**src/rtl/rbcd_pkg.sv**
```systemverilog
// ----------------------------------------------------------------------------
// rbcd_pkg - shared types and constants
// Event codes, operation codes, register map and the event bundle that
// travels from the classifier to the result serializer.
// ----------------------------------------------------------------------------
package rbcd_pkg;

  localparam int OPERATION_W = 2;
  localparam int BUTTON_OP_W = 7;
  localparam int KIND_W      = 3;
  localparam int TICKS_W     = 16;
  localparam int CFG_IDX_W   = 2;
  localparam int CFG_DATA_W  = 16;
  localparam int MAX_EVENTS  = 3;
  localparam int CNT_W       = 2;

  localparam int QDEPTH      = 2;
  localparam int QPTR_W      = (QDEPTH > 1) ? $clog2(QDEPTH) : 1;
  localparam int QCNT_W      = $clog2(QDEPTH + 1);

  localparam logic [CFG_IDX_W-1:0] CFG_HOLD    = 2'd0;
  localparam logic [CFG_IDX_W-1:0] CFG_RELEASE = 2'd1;

  localparam logic [TICKS_W-1:0] HOLD_RESET    = 16'd300;
  localparam logic [TICKS_W-1:0] RELEASE_RESET = 16'd2000;

  typedef enum logic [OPERATION_W-1:0] {
    OP_BUTTON     = 2'd0,
    OP_TICK       = 2'd1,
    OP_DISCONNECT = 2'd2
  } op_e;

  typedef enum logic [KIND_W-1:0] {
    EV_ACK     = 3'd0,
    EV_PRESS   = 3'd1,
    EV_RELEASE = 3'd2,
    EV_CLICK   = 3'd3,
    EV_RAW     = 3'd4
  } kind_e;

  typedef struct packed {
    kind_e                  kind;
    logic [BUTTON_OP_W-1:0] op;
    logic                   fwd;
  } event_t;

  // ev[0] goes out first; cnt is the number of valid entries (0..3)
  typedef struct packed {
    event_t [MAX_EVENTS-1:0] ev;
    logic   [CNT_W-1:0]      cnt;
  } bundle_t;

  typedef struct packed {
    logic full;
    logic empty;
  } q_stat_t;

endpackage

```
**src/rtl/rbcd_ifs.sv**
```systemverilog
// ----------------------------------------------------------------------------
// rbcd channel interfaces
// Valid/ready channels for button commands and for client events.
// ----------------------------------------------------------------------------
interface rbcd_in_if;
  import rbcd_pkg::*;

  logic                   valid;
  logic                   ready;
  logic [OPERATION_W-1:0] operation;
  logic [BUTTON_OP_W-1:0] button_op;
  logic                   is_press;
  logic                   vendor_unique;

  modport source (output valid, operation, button_op, is_press, vendor_unique,
                  input ready);
  modport sink   (input valid, operation, button_op, is_press, vendor_unique,
                  output ready);
endinterface

interface rbcd_out_if;
  import rbcd_pkg::*;

  logic                   valid;
  logic                   ready;
  logic [KIND_W-1:0]      event_kind;
  logic [BUTTON_OP_W-1:0] event_op;
  logic                   forward_press;
  logic                   last_of_run;

  modport source (output valid, event_kind, event_op, forward_press, last_of_run,
                  input ready);
  modport sink   (input valid, event_kind, event_op, forward_press, last_of_run,
                  output ready);
endinterface

```
**src/rtl/rbcd_front.sv**
```systemverilog
// ----------------------------------------------------------------------------
// rbcd_front - command classifier
// Holds the pending press, the timer and the tick registers. Each accepted
// command updates the state and pushes a bundle of its events, if it has any.
// ----------------------------------------------------------------------------
module rbcd_front (
  input  logic                          clk,
  input  logic                          rst,
  rbcd_in_if.sink                       cmd,
  input  logic                          cfg_we,
  input  logic [rbcd_pkg::CFG_IDX_W-1:0]  cfg_index,
  input  logic [rbcd_pkg::CFG_DATA_W-1:0] cfg_data,
  input  rbcd_pkg::q_stat_t             q_stat,
  output logic                          q_push,
  output rbcd_pkg::bundle_t             q_data
);
  import rbcd_pkg::*;

  logic [TICKS_W-1:0]     hold_ticks;
  logic [TICKS_W-1:0]     release_ticks;

  logic                   pending_valid,    pending_valid_next;
  logic [BUTTON_OP_W-1:0] pending_op,       pending_op_next;
  logic                   pending_click,    pending_click_next;
  logic                   pending_vendor,   pending_vendor_next;
  logic [TICKS_W-1:0]     timer_left,       timer_left_next;
  logic                   timer_is_release, timer_is_release_next;

  logic                   accept;
  logic [TICKS_W-1:0]     hold_load;
  logic [TICKS_W-1:0]     release_load;
  logic [TICKS_W-1:0]     timer_dec;
  logic                   same_op;
  bundle_t                b;

  // zero in a register counts as one tick
  assign hold_load    = (hold_ticks == '0) ? TICKS_W'(1) : hold_ticks;
  assign release_load = (release_ticks == '0) ? TICKS_W'(1) : release_ticks;
  assign timer_dec    = timer_left - TICKS_W'(1);
  assign same_op      = pending_valid && (pending_op == cmd.button_op);

  assign cmd.ready = !q_stat.full;
  assign accept    = cmd.valid && cmd.ready;
  assign q_push    = accept && (b.cnt != '0);
  assign q_data    = b;

  always_comb begin
    pending_valid_next    = pending_valid;
    pending_op_next       = pending_op;
    pending_click_next    = pending_click;
    pending_vendor_next   = pending_vendor;
    timer_left_next       = timer_left;
    timer_is_release_next = timer_is_release;
    b = '0;

    case (op_e'(cmd.operation))
      OP_BUTTON: begin
        b.ev[b.cnt] = '{kind: EV_ACK, op: cmd.button_op, fwd: 1'b0};
        b.cnt = b.cnt + CNT_W'(1);
        if (cmd.is_press) begin
          if (same_op) begin
            // repeat of the pending button
            if (pending_click) begin
              pending_click_next = 1'b0;
              b.ev[b.cnt] = '{kind: EV_PRESS, op: pending_op, fwd: 1'b0};
              b.cnt = b.cnt + CNT_W'(1);
            end
            timer_left_next       = release_load;
            timer_is_release_next = 1'b1;
          end else begin
            // close out the old press
            if (pending_valid) begin
              if (pending_click) begin
                b.ev[b.cnt] = '{kind: EV_CLICK, op: pending_op, fwd: 1'b0};
                b.cnt = b.cnt + CNT_W'(1);
              end else if (!pending_vendor) begin
                b.ev[b.cnt] = '{kind: EV_RELEASE, op: pending_op, fwd: 1'b0};
                b.cnt = b.cnt + CNT_W'(1);
              end
            end
            pending_valid_next  = 1'b1;
            pending_op_next     = cmd.button_op;
            pending_vendor_next = cmd.vendor_unique;
            if (!cmd.vendor_unique) begin
              pending_click_next    = 1'b1;
              timer_left_next       = hold_load;
              timer_is_release_next = 1'b0;
            end else begin
              pending_click_next    = 1'b0;
              b.ev[b.cnt] = '{kind: EV_RAW, op: cmd.button_op, fwd: 1'b1};
              b.cnt = b.cnt + CNT_W'(1);
              timer_left_next       = release_load;
              timer_is_release_next = 1'b1;
            end
          end
        end else if (same_op) begin
          if (pending_click) begin
            b.ev[b.cnt] = '{kind: EV_CLICK, op: pending_op, fwd: 1'b0};
          end else if (!cmd.vendor_unique) begin
            b.ev[b.cnt] = '{kind: EV_RELEASE, op: cmd.button_op, fwd: 1'b0};
          end else begin
            b.ev[b.cnt] = '{kind: EV_RAW, op: cmd.button_op, fwd: 1'b0};
          end
          b.cnt = b.cnt + CNT_W'(1);
          pending_valid_next    = 1'b0;
          pending_op_next       = '0;
          pending_click_next    = 1'b0;
          pending_vendor_next   = 1'b0;
          timer_left_next       = '0;
          timer_is_release_next = 1'b0;
        end
      end

      OP_TICK: begin
        if (timer_left != '0) begin
          timer_left_next = timer_dec;
          if (timer_dec == '0) begin
            if (!timer_is_release && pending_valid) begin
              // hold time over: report the press
              pending_click_next = 1'b0;
              b.ev[b.cnt] = '{kind: EV_PRESS, op: pending_op, fwd: 1'b0};
              b.cnt = b.cnt + CNT_W'(1);
              timer_left_next       = release_load;
              timer_is_release_next = 1'b1;
            end else begin
              if (pending_valid && !pending_click && !pending_vendor) begin
                b.ev[b.cnt] = '{kind: EV_RELEASE, op: pending_op, fwd: 1'b0};
                b.cnt = b.cnt + CNT_W'(1);
              end
              pending_valid_next    = 1'b0;
              pending_op_next       = '0;
              pending_click_next    = 1'b0;
              pending_vendor_next   = 1'b0;
              timer_is_release_next = 1'b0;
            end
          end
        end
      end

      OP_DISCONNECT: begin
        if (pending_valid && !pending_click && !pending_vendor) begin
          b.ev[b.cnt] = '{kind: EV_RELEASE, op: pending_op, fwd: 1'b0};
          b.cnt = b.cnt + CNT_W'(1);
        end
        pending_valid_next    = 1'b0;
        pending_op_next       = '0;
        pending_click_next    = 1'b0;
        pending_vendor_next   = 1'b0;
        timer_left_next       = '0;
        timer_is_release_next = 1'b0;
      end

      default: begin
      end
    endcase
  end

  always_ff @(posedge clk) begin
    if (rst) begin
      hold_ticks       <= HOLD_RESET;
      release_ticks    <= RELEASE_RESET;
      pending_valid    <= 1'b0;
      pending_op       <= '0;
      pending_click    <= 1'b0;
      pending_vendor   <= 1'b0;
      timer_left       <= '0;
      timer_is_release <= 1'b0;
    end else begin
      if (cfg_we) begin
        case (cfg_index)
          CFG_HOLD:    hold_ticks    <= cfg_data[TICKS_W-1:0];
          CFG_RELEASE: release_ticks <= cfg_data[TICKS_W-1:0];
          default: begin
          end
        endcase
      end
      if (accept) begin
        pending_valid    <= pending_valid_next;
        pending_op       <= pending_op_next;
        pending_click    <= pending_click_next;
        pending_vendor   <= pending_vendor_next;
        timer_left       <= timer_left_next;
        timer_is_release <= timer_is_release_next;
      end
    end
  end

  // a running timer always belongs to a pending press
  a_timer_owned: assert property (@(posedge clk) disable iff (rst)
    (timer_left != '0) |-> pending_valid)
    else $error("timer running with no pending press");

  // a click candidate is a standard press still in its hold time
  a_click_shape: assert property (@(posedge clk) disable iff (rst)
    pending_click |-> (pending_valid && !pending_vendor && !timer_is_release))
    else $error("click candidate in inconsistent state");

endmodule

```
**src/rtl/rbcd_queue.sv**
```systemverilog
// ----------------------------------------------------------------------------
// rbcd_queue - event bundle queue
// Short FIFO of event bundles between classifier and serializer.
// ----------------------------------------------------------------------------
module rbcd_queue (
  input  logic              clk,
  input  logic              rst,
  input  logic              push,
  input  rbcd_pkg::bundle_t push_data,
  input  logic              pop,
  output rbcd_pkg::bundle_t head,
  output rbcd_pkg::q_stat_t stat
);
  import rbcd_pkg::*;

  bundle_t             slots [QDEPTH];
  logic [QPTR_W-1:0]   wr_ptr;
  logic [QPTR_W-1:0]   rd_ptr;
  logic [QCNT_W-1:0]   count;

  assign head       = slots[rd_ptr];
  assign stat.full  = (count == QCNT_W'(QDEPTH));
  assign stat.empty = (count == '0);

  function automatic logic [QPTR_W-1:0] bump(input logic [QPTR_W-1:0] p);
    bump = (p == QPTR_W'(QDEPTH - 1)) ? '0 : p + QPTR_W'(1);
  endfunction

  always_ff @(posedge clk) begin
    if (push) begin
      slots[wr_ptr] <= push_data;
    end
  end

  always_ff @(posedge clk) begin
    if (rst) begin
      wr_ptr <= '0;
      rd_ptr <= '0;
      count  <= '0;
    end else begin
      if (push) wr_ptr <= bump(wr_ptr);
      if (pop)  rd_ptr <= bump(rd_ptr);
      case ({push, pop})
        2'b10:   count <= count + QCNT_W'(1);
        2'b01:   count <= count - QCNT_W'(1);
        default: count <= count;
      endcase
    end
  end

endmodule

```
**src/rtl/rbcd_back.sv**
```systemverilog
// ----------------------------------------------------------------------------
// rbcd_back - event serializer
// Walks the head bundle one event per cycle into the output register while evt takes them.
// ----------------------------------------------------------------------------
module rbcd_back (
  input  logic              clk,
  input  logic              rst,
  input  rbcd_pkg::q_stat_t q_stat,
  input  rbcd_pkg::bundle_t head,
  output logic              q_pop,
  rbcd_out_if.source        evt
);
  import rbcd_pkg::*;

  logic                   out_valid;
  kind_e                  out_kind;
  logic [BUTTON_OP_W-1:0] out_op;
  logic                   out_fwd;
  logic                   out_last;
  logic [CNT_W-1:0]       idx;

  logic                   load;
  logic                   last;
  event_t                 cur;

  assign load  = !q_stat.empty && (!out_valid || evt.ready);
  assign cur   = head.ev[idx];
  assign last  = (idx == head.cnt - CNT_W'(1));
  assign q_pop = load && last;

  assign evt.valid         = out_valid;
  assign evt.event_kind    = out_kind;
  assign evt.event_op      = out_op;
  assign evt.forward_press = out_fwd;
  assign evt.last_of_run   = out_last;

  always_ff @(posedge clk) begin
    if (load) begin
      out_kind <= cur.kind;
      out_op   <= cur.op;
      out_fwd  <= cur.fwd;
      out_last <= last;
    end
  end

  always_ff @(posedge clk) begin
    if (rst) begin
      out_valid <= 1'b0;
      idx       <= '0;
    end else begin
      if (load) begin
        out_valid <= 1'b1;
        idx       <= last ? '0 : idx + CNT_W'(1);
      end else if (evt.ready) begin
        out_valid <= 1'b0;
      end
    end
  end

  // only non-empty bundles are queued, and the walk stays inside the bundle
  a_walk_in_range: assert property (@(posedge clk) disable iff (rst)
    !q_stat.empty |-> (head.cnt != '0 && idx < head.cnt))
    else $error("event index outside head bundle");

  a_pop_nonempty: assert property (@(posedge clk) disable iff (rst)
    q_pop |-> !q_stat.empty)
    else $error("pop from empty queue");

endmodule

```
**src/rtl/remote_button_click_detector.sv**
```systemverilog
// ----------------------------------------------------------------------------
// remote_button_click_detector - remote button click detector
// Turns remote button commands, timer ticks and link drops into ack, press,
// release, click and raw vendor events for a client.
// ----------------------------------------------------------------------------
//
//  port       | dir | kind        | contents
//  -----------+-----+-------------+---------------------------------------------
//  cmd        | in  | valid/ready | operation, button_op, is_press, vendor_unique
//  evt        | out | valid/ready | event_kind, event_op, forward_press,
//             |     |             | last_of_run
//  cfg_*      | in  | write only  | cfg_index 0 hold_ticks, 1 release_ticks
//
//  A command is classified in the cycle it is accepted; its 0..3 events go
//  into a 2-entry bundle queue and reach evt through the output register.
//  The output register sends one event per cycle while evt is ready, so the
//  sustained rate is one command per cycle for commands giving one event;
//  commands giving several events are held to the pace of the result port.
//  Reset (rst, synchronous) clears the pending press and timer and loads
//  hold_ticks = 300, release_ticks = 2000. cmd.ready drops only when the
//  queue is full: after evt has been stalled, or when commands that give
//  several events each arrive faster than evt drains them; the two sides
//  stall apart.
//
module remote_button_click_detector (
  input  logic                            clk,
  input  logic                            rst,
  rbcd_in_if.sink                         cmd,
  rbcd_out_if.source                      evt,
  input  logic                            cfg_we,
  input  logic [rbcd_pkg::CFG_IDX_W-1:0]  cfg_index,
  input  logic [rbcd_pkg::CFG_DATA_W-1:0] cfg_data
);
  import rbcd_pkg::*;

  // classifier -> queue
  logic    q_push;
  bundle_t q_data;

  // queue -> serializer
  bundle_t q_head;
  q_stat_t q_stat;
  logic    q_pop;

  // front: takes commands, owns the pending press, timer and tick registers
  rbcd_front u_front (
    .clk       (clk),
    .rst       (rst),
    .cmd       (cmd),
    .cfg_we    (cfg_we),
    .cfg_index (cfg_index),
    .cfg_data  (cfg_data),
    .q_stat    (q_stat),
    .q_push    (q_push),
    .q_data    (q_data)
  );

  // bundles that produced no event are never pushed
  rbcd_queue u_queue (
    .clk       (clk),
    .rst       (rst),
    .push      (q_push),
    .push_data (q_data),
    .pop       (q_pop),
    .head      (q_head),
    .stat      (q_stat)
  );

  // back: serializes the head bundle and flags the last event of each run
  rbcd_back u_back (
    .clk    (clk),
    .rst    (rst),
    .q_stat (q_stat),
    .head   (q_head),
    .q_pop  (q_pop),
    .evt    (evt)
  );

endmodule

```
**src/flat_wrapper.sv**
```systemverilog
// flat-port wrapper written by rule: the top's interface ports become plain ports
module remote_button_click_detector_flat import rbcd_pkg::*;
  (clk, rst, cfg_we, cfg_index, cfg_data, cmd_valid, cmd_operation, cmd_button_op, cmd_is_press, cmd_vendor_unique, cmd_ready, evt_valid, evt_event_kind, evt_event_op, evt_forward_press, evt_last_of_run, evt_ready);
  rbcd_in_if cmd_i ();
  rbcd_out_if evt_i ();
  input  logic clk;
  input  logic rst;
  input  logic cfg_we;
  input  logic [rbcd_pkg::CFG_IDX_W-1:0] cfg_index;
  input  logic [rbcd_pkg::CFG_DATA_W-1:0] cfg_data;
  input wire logic [$bits(cmd_i.valid)-1:0] cmd_valid;
  input wire logic [$bits(cmd_i.operation)-1:0] cmd_operation;
  input wire logic [$bits(cmd_i.button_op)-1:0] cmd_button_op;
  input wire logic [$bits(cmd_i.is_press)-1:0] cmd_is_press;
  input wire logic [$bits(cmd_i.vendor_unique)-1:0] cmd_vendor_unique;
  output wire logic [$bits(cmd_i.ready)-1:0] cmd_ready;
  output wire logic [$bits(evt_i.valid)-1:0] evt_valid;
  output wire logic [$bits(evt_i.event_kind)-1:0] evt_event_kind;
  output wire logic [$bits(evt_i.event_op)-1:0] evt_event_op;
  output wire logic [$bits(evt_i.forward_press)-1:0] evt_forward_press;
  output wire logic [$bits(evt_i.last_of_run)-1:0] evt_last_of_run;
  input wire logic [$bits(evt_i.ready)-1:0] evt_ready;
  assign cmd_i.valid = cmd_valid;
  assign cmd_i.operation = cmd_operation;
  assign cmd_i.button_op = cmd_button_op;
  assign cmd_i.is_press = cmd_is_press;
  assign cmd_i.vendor_unique = cmd_vendor_unique;
  assign cmd_ready = cmd_i.ready;
  assign evt_valid = evt_i.valid;
  assign evt_event_kind = evt_i.event_kind;
  assign evt_event_op = evt_i.event_op;
  assign evt_forward_press = evt_i.forward_press;
  assign evt_last_of_run = evt_i.last_of_run;
  assign evt_i.ready = evt_ready;
  remote_button_click_detector u_core (.clk(clk), .rst(rst), .cmd(cmd_i), .evt(evt_i), .cfg_we(cfg_we), .cfg_index(cfg_index), .cfg_data(cfg_data));
endmodule
```
**config.mk**
```make
export PLATFORM = sky130hd
export DESIGN_NAME = remote_button_click_detector_flat
export DESIGN_NICKNAME = d
export VERILOG_FILES = /design/src/rtl/rbcd_pkg.sv /design/src/rtl/rbcd_ifs.sv /design/src/rtl/rbcd_front.sv /design/src/rtl/rbcd_queue.sv /design/src/rtl/rbcd_back.sv /design/src/rtl/remote_button_click_detector.sv /design/src/flat_wrapper.sv
export SDC_FILE = /design/constraint.sdc
export NUM_CORES = 1
export LEC_CHECK = 0
export ABC_AREA = 1
export BUFFER_PORTS_ARGS = -buffer_cell sky130_fd_sc_hd__buf_2
export CAP_MARGIN = 20
export CORE_MARGIN = 5
export CORE_UTILIZATION = 63
export CTS_BUF_LIST = sky130_fd_sc_hd__clkbuf_2
export CTS_CLUSTER_SIZE = 25
export DETAILED_ROUTE_END_ITERATION = 12
export GPL_TIMING_DRIVEN = 0
export PLACE_DENSITY = 0.83
export RECOVER_POWER = 50
export SYNTH_ARGS = -nofsm -noshare
export SYNTH_HDL_FRONTEND = slang
export SYNTH_SLANG_ARGS = --single-unit
```
**constraint.sdc**
```tcl
create_clock -name clk -period 5 [get_ports clk]
set_input_delay 0.5 -clock clk [delete_from_list [all_inputs] [get_ports clk]]
set_output_delay 0.5 -clock clk [all_outputs]
set_load 0.02 [all_outputs]
```
* Word level (Yosys, flattened, before mapping)
Memories as Yosys holds them, arrays and structs flattened. A register that Yosys moved wholly into a read port is not among the register bits.
Index checks and enable logic that the tools add are counted.
** Operators by class
- Add/subtract/negate cells :: 8
- Magnitude comparators :: 3
- Eq/ne operators :: 13
- Multiplexer cells :: 88
- Reduce and logical (&&, ||, !) cells :: 32
** Operators with widths (count)
- 11-bit 2-to-1 mux :: 14
- 16-bit 2-to-1 mux :: 9
- 16-bit logical NOT :: 3
- 16-bit case mux with 3 select lines :: 1
- 7-bit 2-to-1 mux :: 6
- 13-bit 2-to-1 mux :: 3
- 13-bit case mux with 3 select lines :: 1
- 35-bit 2-to-1 mux :: 1
- 33-bit bitwise mux :: 1
- 10-bit 2-to-1 mux :: 3
- 1-bit 2-to-1 mux :: 27
- 11-bit binary-select mux with 2-bit select :: 1
- 11-bit demux with 2-bit select :: 1
- 2-bit 2-to-1 mux :: 11
- 22-bit 2-to-1 mux :: 1
- 7-bit case mux with 3 select lines :: 1
- 16-bit nonzero test :: 1
- 16-bit by 1-bit subtractor with 16-bit output, second input constant :: 1
- 12-bit 2-to-1 mux :: 1
- 1-bit case mux with 3 select lines :: 4
- 1-bit logical AND :: 9
- 9-bit 2-to-1 mux :: 1
- 7-bit == test :: 1
- 7-bit AND reduction :: 1
- other kinds (19) :: 41
** Storage, ports and cells
- Flip-flop bits (word level) :: 78
- Memory bits (writable) :: 70
- Bits of input ports :: 34
- Output and inout bits :: 14
- Logic and storage cells :: 162
- Memories kept :: 1
** Memories
- u_core.u_queue.slots :: words 2, bits a word 35, rd ports 1, clocked after Yosys merged registers in 1, wr ports 1, line rbcd_queue.sv:16 : bundle_t slots [QDEPTH];

* Depth between registers and ports, before layout
- Word-level depth :: 19
- Gate-level depth with buffers :: 21

* By module
A second synthesis with hierarchy kept.
** Second synthesis, totals
- Cell total of the unflattened synthesis :: 901
- Area, all modules :: 7846.3 um^2
** Modules (own cells, without submodules)
- rbcd_front :: times used 1, cells each 665, area an instance 4149.0 um^2
- rbcd_queue :: times used 1, cells each 142, area an instance 2905.3 um^2
- rbcd_back :: times used 1, cells each 94, area an instance 792.0 um^2

* Worst setup path after synthesis
Ideal clock, no wire load.
- Kind :: flip-flop to flip-flop
- Start point :: reg u_core.u_front.timer_left[0]
- End point :: mem u_core.u_queue.slots[0][0] (netlist bit), enable pin
- Setup time :: 0.419 ns
- Arrival :: 3.119 ns
- Path slack :: 1.462 ns
- Stages on the path, launching flop included :: 16
- Path buffers :: 0
- Cells stage by stage :: dfxtp_1 > inv_2 > ha_1 > xnor2_1 > nand2_1 > nor2_1 > nand2_1 > nor2_1 > nand2_2 > nor2_4 > nand3_1 > nand2_1 > nand2_2 > nand3_1 > nand2_1 > nor2_1
** Between the ends
- Longest elaborated chain between the ends :: 9
** Ends and longest elaborated chain
- from (decl) :: line rbcd_front.sv:26 : logic [TICKS_W-1:0] timer_left, timer_left_next;
- from (signal assigned) :: line rbcd_front.sv:182 : timer_left <= timer_left_next;
- 16-bit by 1-bit subtractor with 16-bit output :: line rbcd_front.sv:39 : assign timer_dec = timer_left - TICKS_W'(1);
- 16-bit logical NOT :: line rbcd_front.sv:117 : if (timer_dec == '0) begin
- 13-bit 2-to-1 mux :: line rbcd_front.sv:117
- 13-bit 2-to-1 mux (*) :: line rbcd_front.sv:115 : if (timer_left != '0) begin
- 13-bit case mux with 3 select lines (*) :: line rbcd_front.sv:56 : case (op_e'(cmd.operation))
- 2-bit nonzero test (*) :: line rbcd_front.sv:44 : assign q_push = accept && (b.cnt != '0);
- 1-bit logical AND (*) :: line rbcd_front.sv:44
- 1-bit 2-to-1 mux (*) :: line rbcd_queue.sv:30 : if (push) begin
- 1-bit 2-to-1 mux (not written as such) (*) :: line rbcd_queue.sv:31 : slots[wr_ptr] <= push_data;
- to (decl) :: line rbcd_queue.sv:16
Every way passes the cells marked *; elsewhere a longest branch is shown, timed or not.

* Worst setup path after layout
- Start point :: reg u_core.u_front.timer_left[1]
- End point :: mem u_core.u_queue.slots[0][9] (netlist bit), enable pin
Same word-level chain as after synthesis.

==> metrics.md <==
| Metric | Value |
|---|---|
| Total power | 2.59 mW |
| Worst-margin pin slew | between 0.8 and 0.9 ns |
| TritonCTS clock tree | done |
| Root buf cell | clkbuf_2 |
| Ports | 48 |
| Final Hold Fails | 0 |
| Nets@finish | about 960 |
| Worst Setup EP | u_core.u_queue.slots[0][9] |
| # DRC | 0 |
| Setup crit start | u_core.u_front.timer_left[1] |
| RSZ-0062 raised after global routing | false |
| Setup-failing EPs final | 0 |
| Detailed placement HPWL | 13100 µm |
| Remaining Overflow, GRT | 0 |
| Max H-tree Level | 4 |
| Max_cap viols | 0 |
| DR vias | between 6000 and 7000 |
| LEAKAGE | 3.18 nW |
| Clock Latency Late Sink | 0.72 ns |
| Clock tree buffer depth | 2 |
| Util after Layout | approximately 70% |
| Synthesized area | a little under 7000 µm² |
| DRT antenna net count | 0 |
| Critical path capture point type | flip-flop |
| 1st-pass router iterations | 6 |
| Warnings, synthesis | 0 |
| Fmax | 291 MHz |
| Proportion of layout cells with a drive suffix above 1 | between 10% and 20% |
| Cell variety after synth | 41 |
| Area growth syn-to-layout | 12.4% |
| Status | finished, final reports clean |
| Worst setup margin | between 1.5 and 2 ns |
| Height of the die | 115 µm |
| Synthesized area per cell | 8.31 µm² |
| Reg2Reg Capture Point | u_core.u_queue.slots[0][9] |
| Worst min-delay path class | in -> reg |
| CTS buffer count | 17 |
| Startpoint Class | flip-flop |
| CTS clk-pin slew, worst paths | 0.20 ns |
| # rows | 38 |
| Vias per inst | approximately 5.8 |
| Starting Density | approximately 64% |
| Worst Path Arrival | 3.79 ns |
| Clk sinks | 141 |
| Placement Setup Slack | 1.63 ns |
| Post-synth ARST share | 0% |
| Wirelength per Cell | approximately 17 µm |
| CP max FO | 31 |
| Initial antenna violation count | 0 |
| DRT Wirelength | approximately 18000 µm |
| DIE WIDTH | about 120 µm |
| Tmin final | 3.43 ns |
| Slew margin rel. | 40.9% |
| Filler Cell Count | 829 |
| Routability Congestion | 0.958 |
| Count of final max-slew check failures | 0 |
| Post-synth EDFFs | 74 |
| Worst VDD drop | 0.286 mV |
| Diodes inserted | 0 |
| Vias in the first global route | 5770 |
| Origin of the critical flop-to-flop path | u_core.u_front.timer_left[1] |
| Number of port buffers | 47 |
| WS Path Type | reg -> reg |
| Pwr dens | between 300 and 400 nW/µm² |
| Setup tns final | 0 ns |
| Post-route clock skew | 0.0217 ns |
| Worst endpoint required time | 5.35 ns |
| Syn Inst Count | 836 |
| Reg2Reg Depth | 15 |
| Tcrit/Tclk final | 68.7% |
| Die ar. | 13200 µm² |
| Core area | around 11000 µm² |
| Largest net degree at the start of global routing | 32 |
| Worst reg2reg setup slack | approximately 1.6 ns |
| 1st-iter DRT viols | 599 |
| First-pass GRT wire length | 29000 µm |
| GRT Total Usage | 28.2% |
| Sequential-to-total area share from yosys stat | between 50% and 60% |
| Top FF cell, synth | edfxtp_1 |
| Count of state elements after synthesis | between 100 and 150 |
synthesized netlist by cell type, drive strengths merged, types with 9 or more instances:
master  instances  area, µm²
a21oi          60        308
clkbuf         25       93.8
dfxtp          67       1340
edfxtp         74       2220
ha             10        125
inv           105        394
nand2         149        597
nand3          20        100
nand4           9       56.3
nor2          127        553
nor4            9       56.3
o211ai         23        178
o21ai          90        450
o22ai          32        200
flip-flops by register name (all words and copies together), names as in the netlist, 2 cells and up, named ones only:
name                          flops
u_core.u_queue.slots             62
u_core.u_back.evt.event_op        7
u_core.u_front.pending_op         7
u_core.u_front.hold_ticks        16
u_core.u_queue.count              2
u_core.u_back.idx                 2
u_core.u_front.release_ticks     16
u_core.u_back.evt.event_kind      3
u_core.u_front.timer_left        16
routing by layer:
| layer | up-vias | routed length, µm | track usage (%) |
|---|---|---|---|
| li1 | 2990 | - | - |
| met1 | 2845 | 8090 | 41.2 |
| met2 | 332 | 7820 | 41.7 |
| met3 | 31 | 1820 | 7.05 |
| met4 | 0 | 294 | 8.22 |
| met5 | - | 0 | 0 |
layout make-up:
cell class	count	area [µm²]	share of cell area, %
clock inverter	13	196	2.52
timing repair buffer	64	398	5.10
clock buffer	19	95.1	1.22
buffer	31	129	1.65
inverter	105	394	5.05
sequential	141	3560	45.6
multi-input combinational	560	2860	36.6
tap	140	175	2.24
through the flow:
stage / instances / area [µm²] / hold slack, ns
2_1_floorplan: 837 / 6950 / 0.435
3_3_place_gp: 1024 / 7360 / 0.454
3_5_place_dp: 1026 / 7400 / 0.459
4_1_cts: 1070 / 7820 / 0.00477
5_1_grt: 1073 / 7810 / 0.000196
6_report: 1073 / 7810 / 0.0498
critical path: stages, from the launching register on:
cell     delay, ns
dfxtp_1       0.47
inv_1         0.09
ha_1          0.25
xnor2_1       0.26
nand2_1       0.08
nor2_1        0.14
nand2_1       0.07
nor2_1        0.13
nand2_2       0.08
nor2_4        0.11
nand3_1       0.08
nand2_1       0.08
nand2_2       0.12
nand3_1       0.22
nand2_1       0.15
nor2_4        0.73
cells in the final DEF (no fill, tap or decap), types with 2 or more instances in the layout:
cell / instances
xnor2_1: 2
conb_1: 2
xor2_1: 5
a21oi_2: 2
ha_1: 10
inv_2: 7
nor2_2: 6
dlygate4sd3_1: 15
nor4_1: 9
a211oi_1: 2
nor3_1: 3
nand4_1: 9
a21oi_1: 58
nand2_1: 141
o21a_1: 3
clkbuf_1: 41
bufinv_16: 5
edfxtp_1: 74
clkinv_2: 2
nand2_2: 6
nand3b_1: 3
buf_2: 36
o21ai_1: 4
dfxtp_1: 67
clkinv_4: 2
clkbuf_2: 19
o22ai_1: 32
o211ai_1: 22
or2_2: 4
nor2_1: 114
clkinv_1: 3
o21ai_0: 86
nor2_4: 6
nand2_4: 2
inv_1: 98
nand3_1: 20
report_power, final:
part           total (mW)  switching (mW)  internal, mW
combinational       0.476           0.324         0.152
sequential           1.32          0.0431          1.28
clock               0.788           0.410         0.378
total                2.59           0.777          1.81
how the worst min path moves through the flow:
stage | cells after the start | slack [ns] | endpoint | startpoint
after CTS | 3 | 0.005 | u_core.u_front.pending_op[2] | cmd_button_op[2]
after global routing | 3 | 0.0002 | u_core.u_front.pending_op[0] | cmd_button_op[0]
after floorplan | 2 | 0.43 | u_core.u_front.pending_vendor | u_core.u_front.pending_vendor
after global placement | 2 | 0.45 | u_core.u_front.pending_vendor | u_core.u_front.pending_vendor
after detailed placement | 2 | 0.46 | u_core.u_front.pending_vendor | u_core.u_front.pending_vendor
final | 3 | 0.05 | u_core.u_front.release_ticks[10] | cfg_data[10]
cells by family (layout without fill, tap and decap cells):
logic type / after synthesis / in the layout / synth area share, %
AND/OR/NAND/NOR: 325 / 325 / 20.8
adder cells (fa/ha/maj): 10 / 10 / 1.80
XOR/XNOR: 7 / 7 / 0.883
AO/OA/AOI/OAI: 215 / 215 / 17.5
other: 1 / 2 / 0.0540
buffers and inverters: 136 / 232 / 7.53
multiplexers: 1 / 1 / 0.144
flip-flops: 141 / 141 / 51.3
repair_timing:
item                                   4_1_cts  5_1_grt
buffers inserted                             0        0
resized for setup                            0        0
endpoints found under the hold margin       12        3
hold buffers                                12        3
Power figures use the tool's default switching activity.
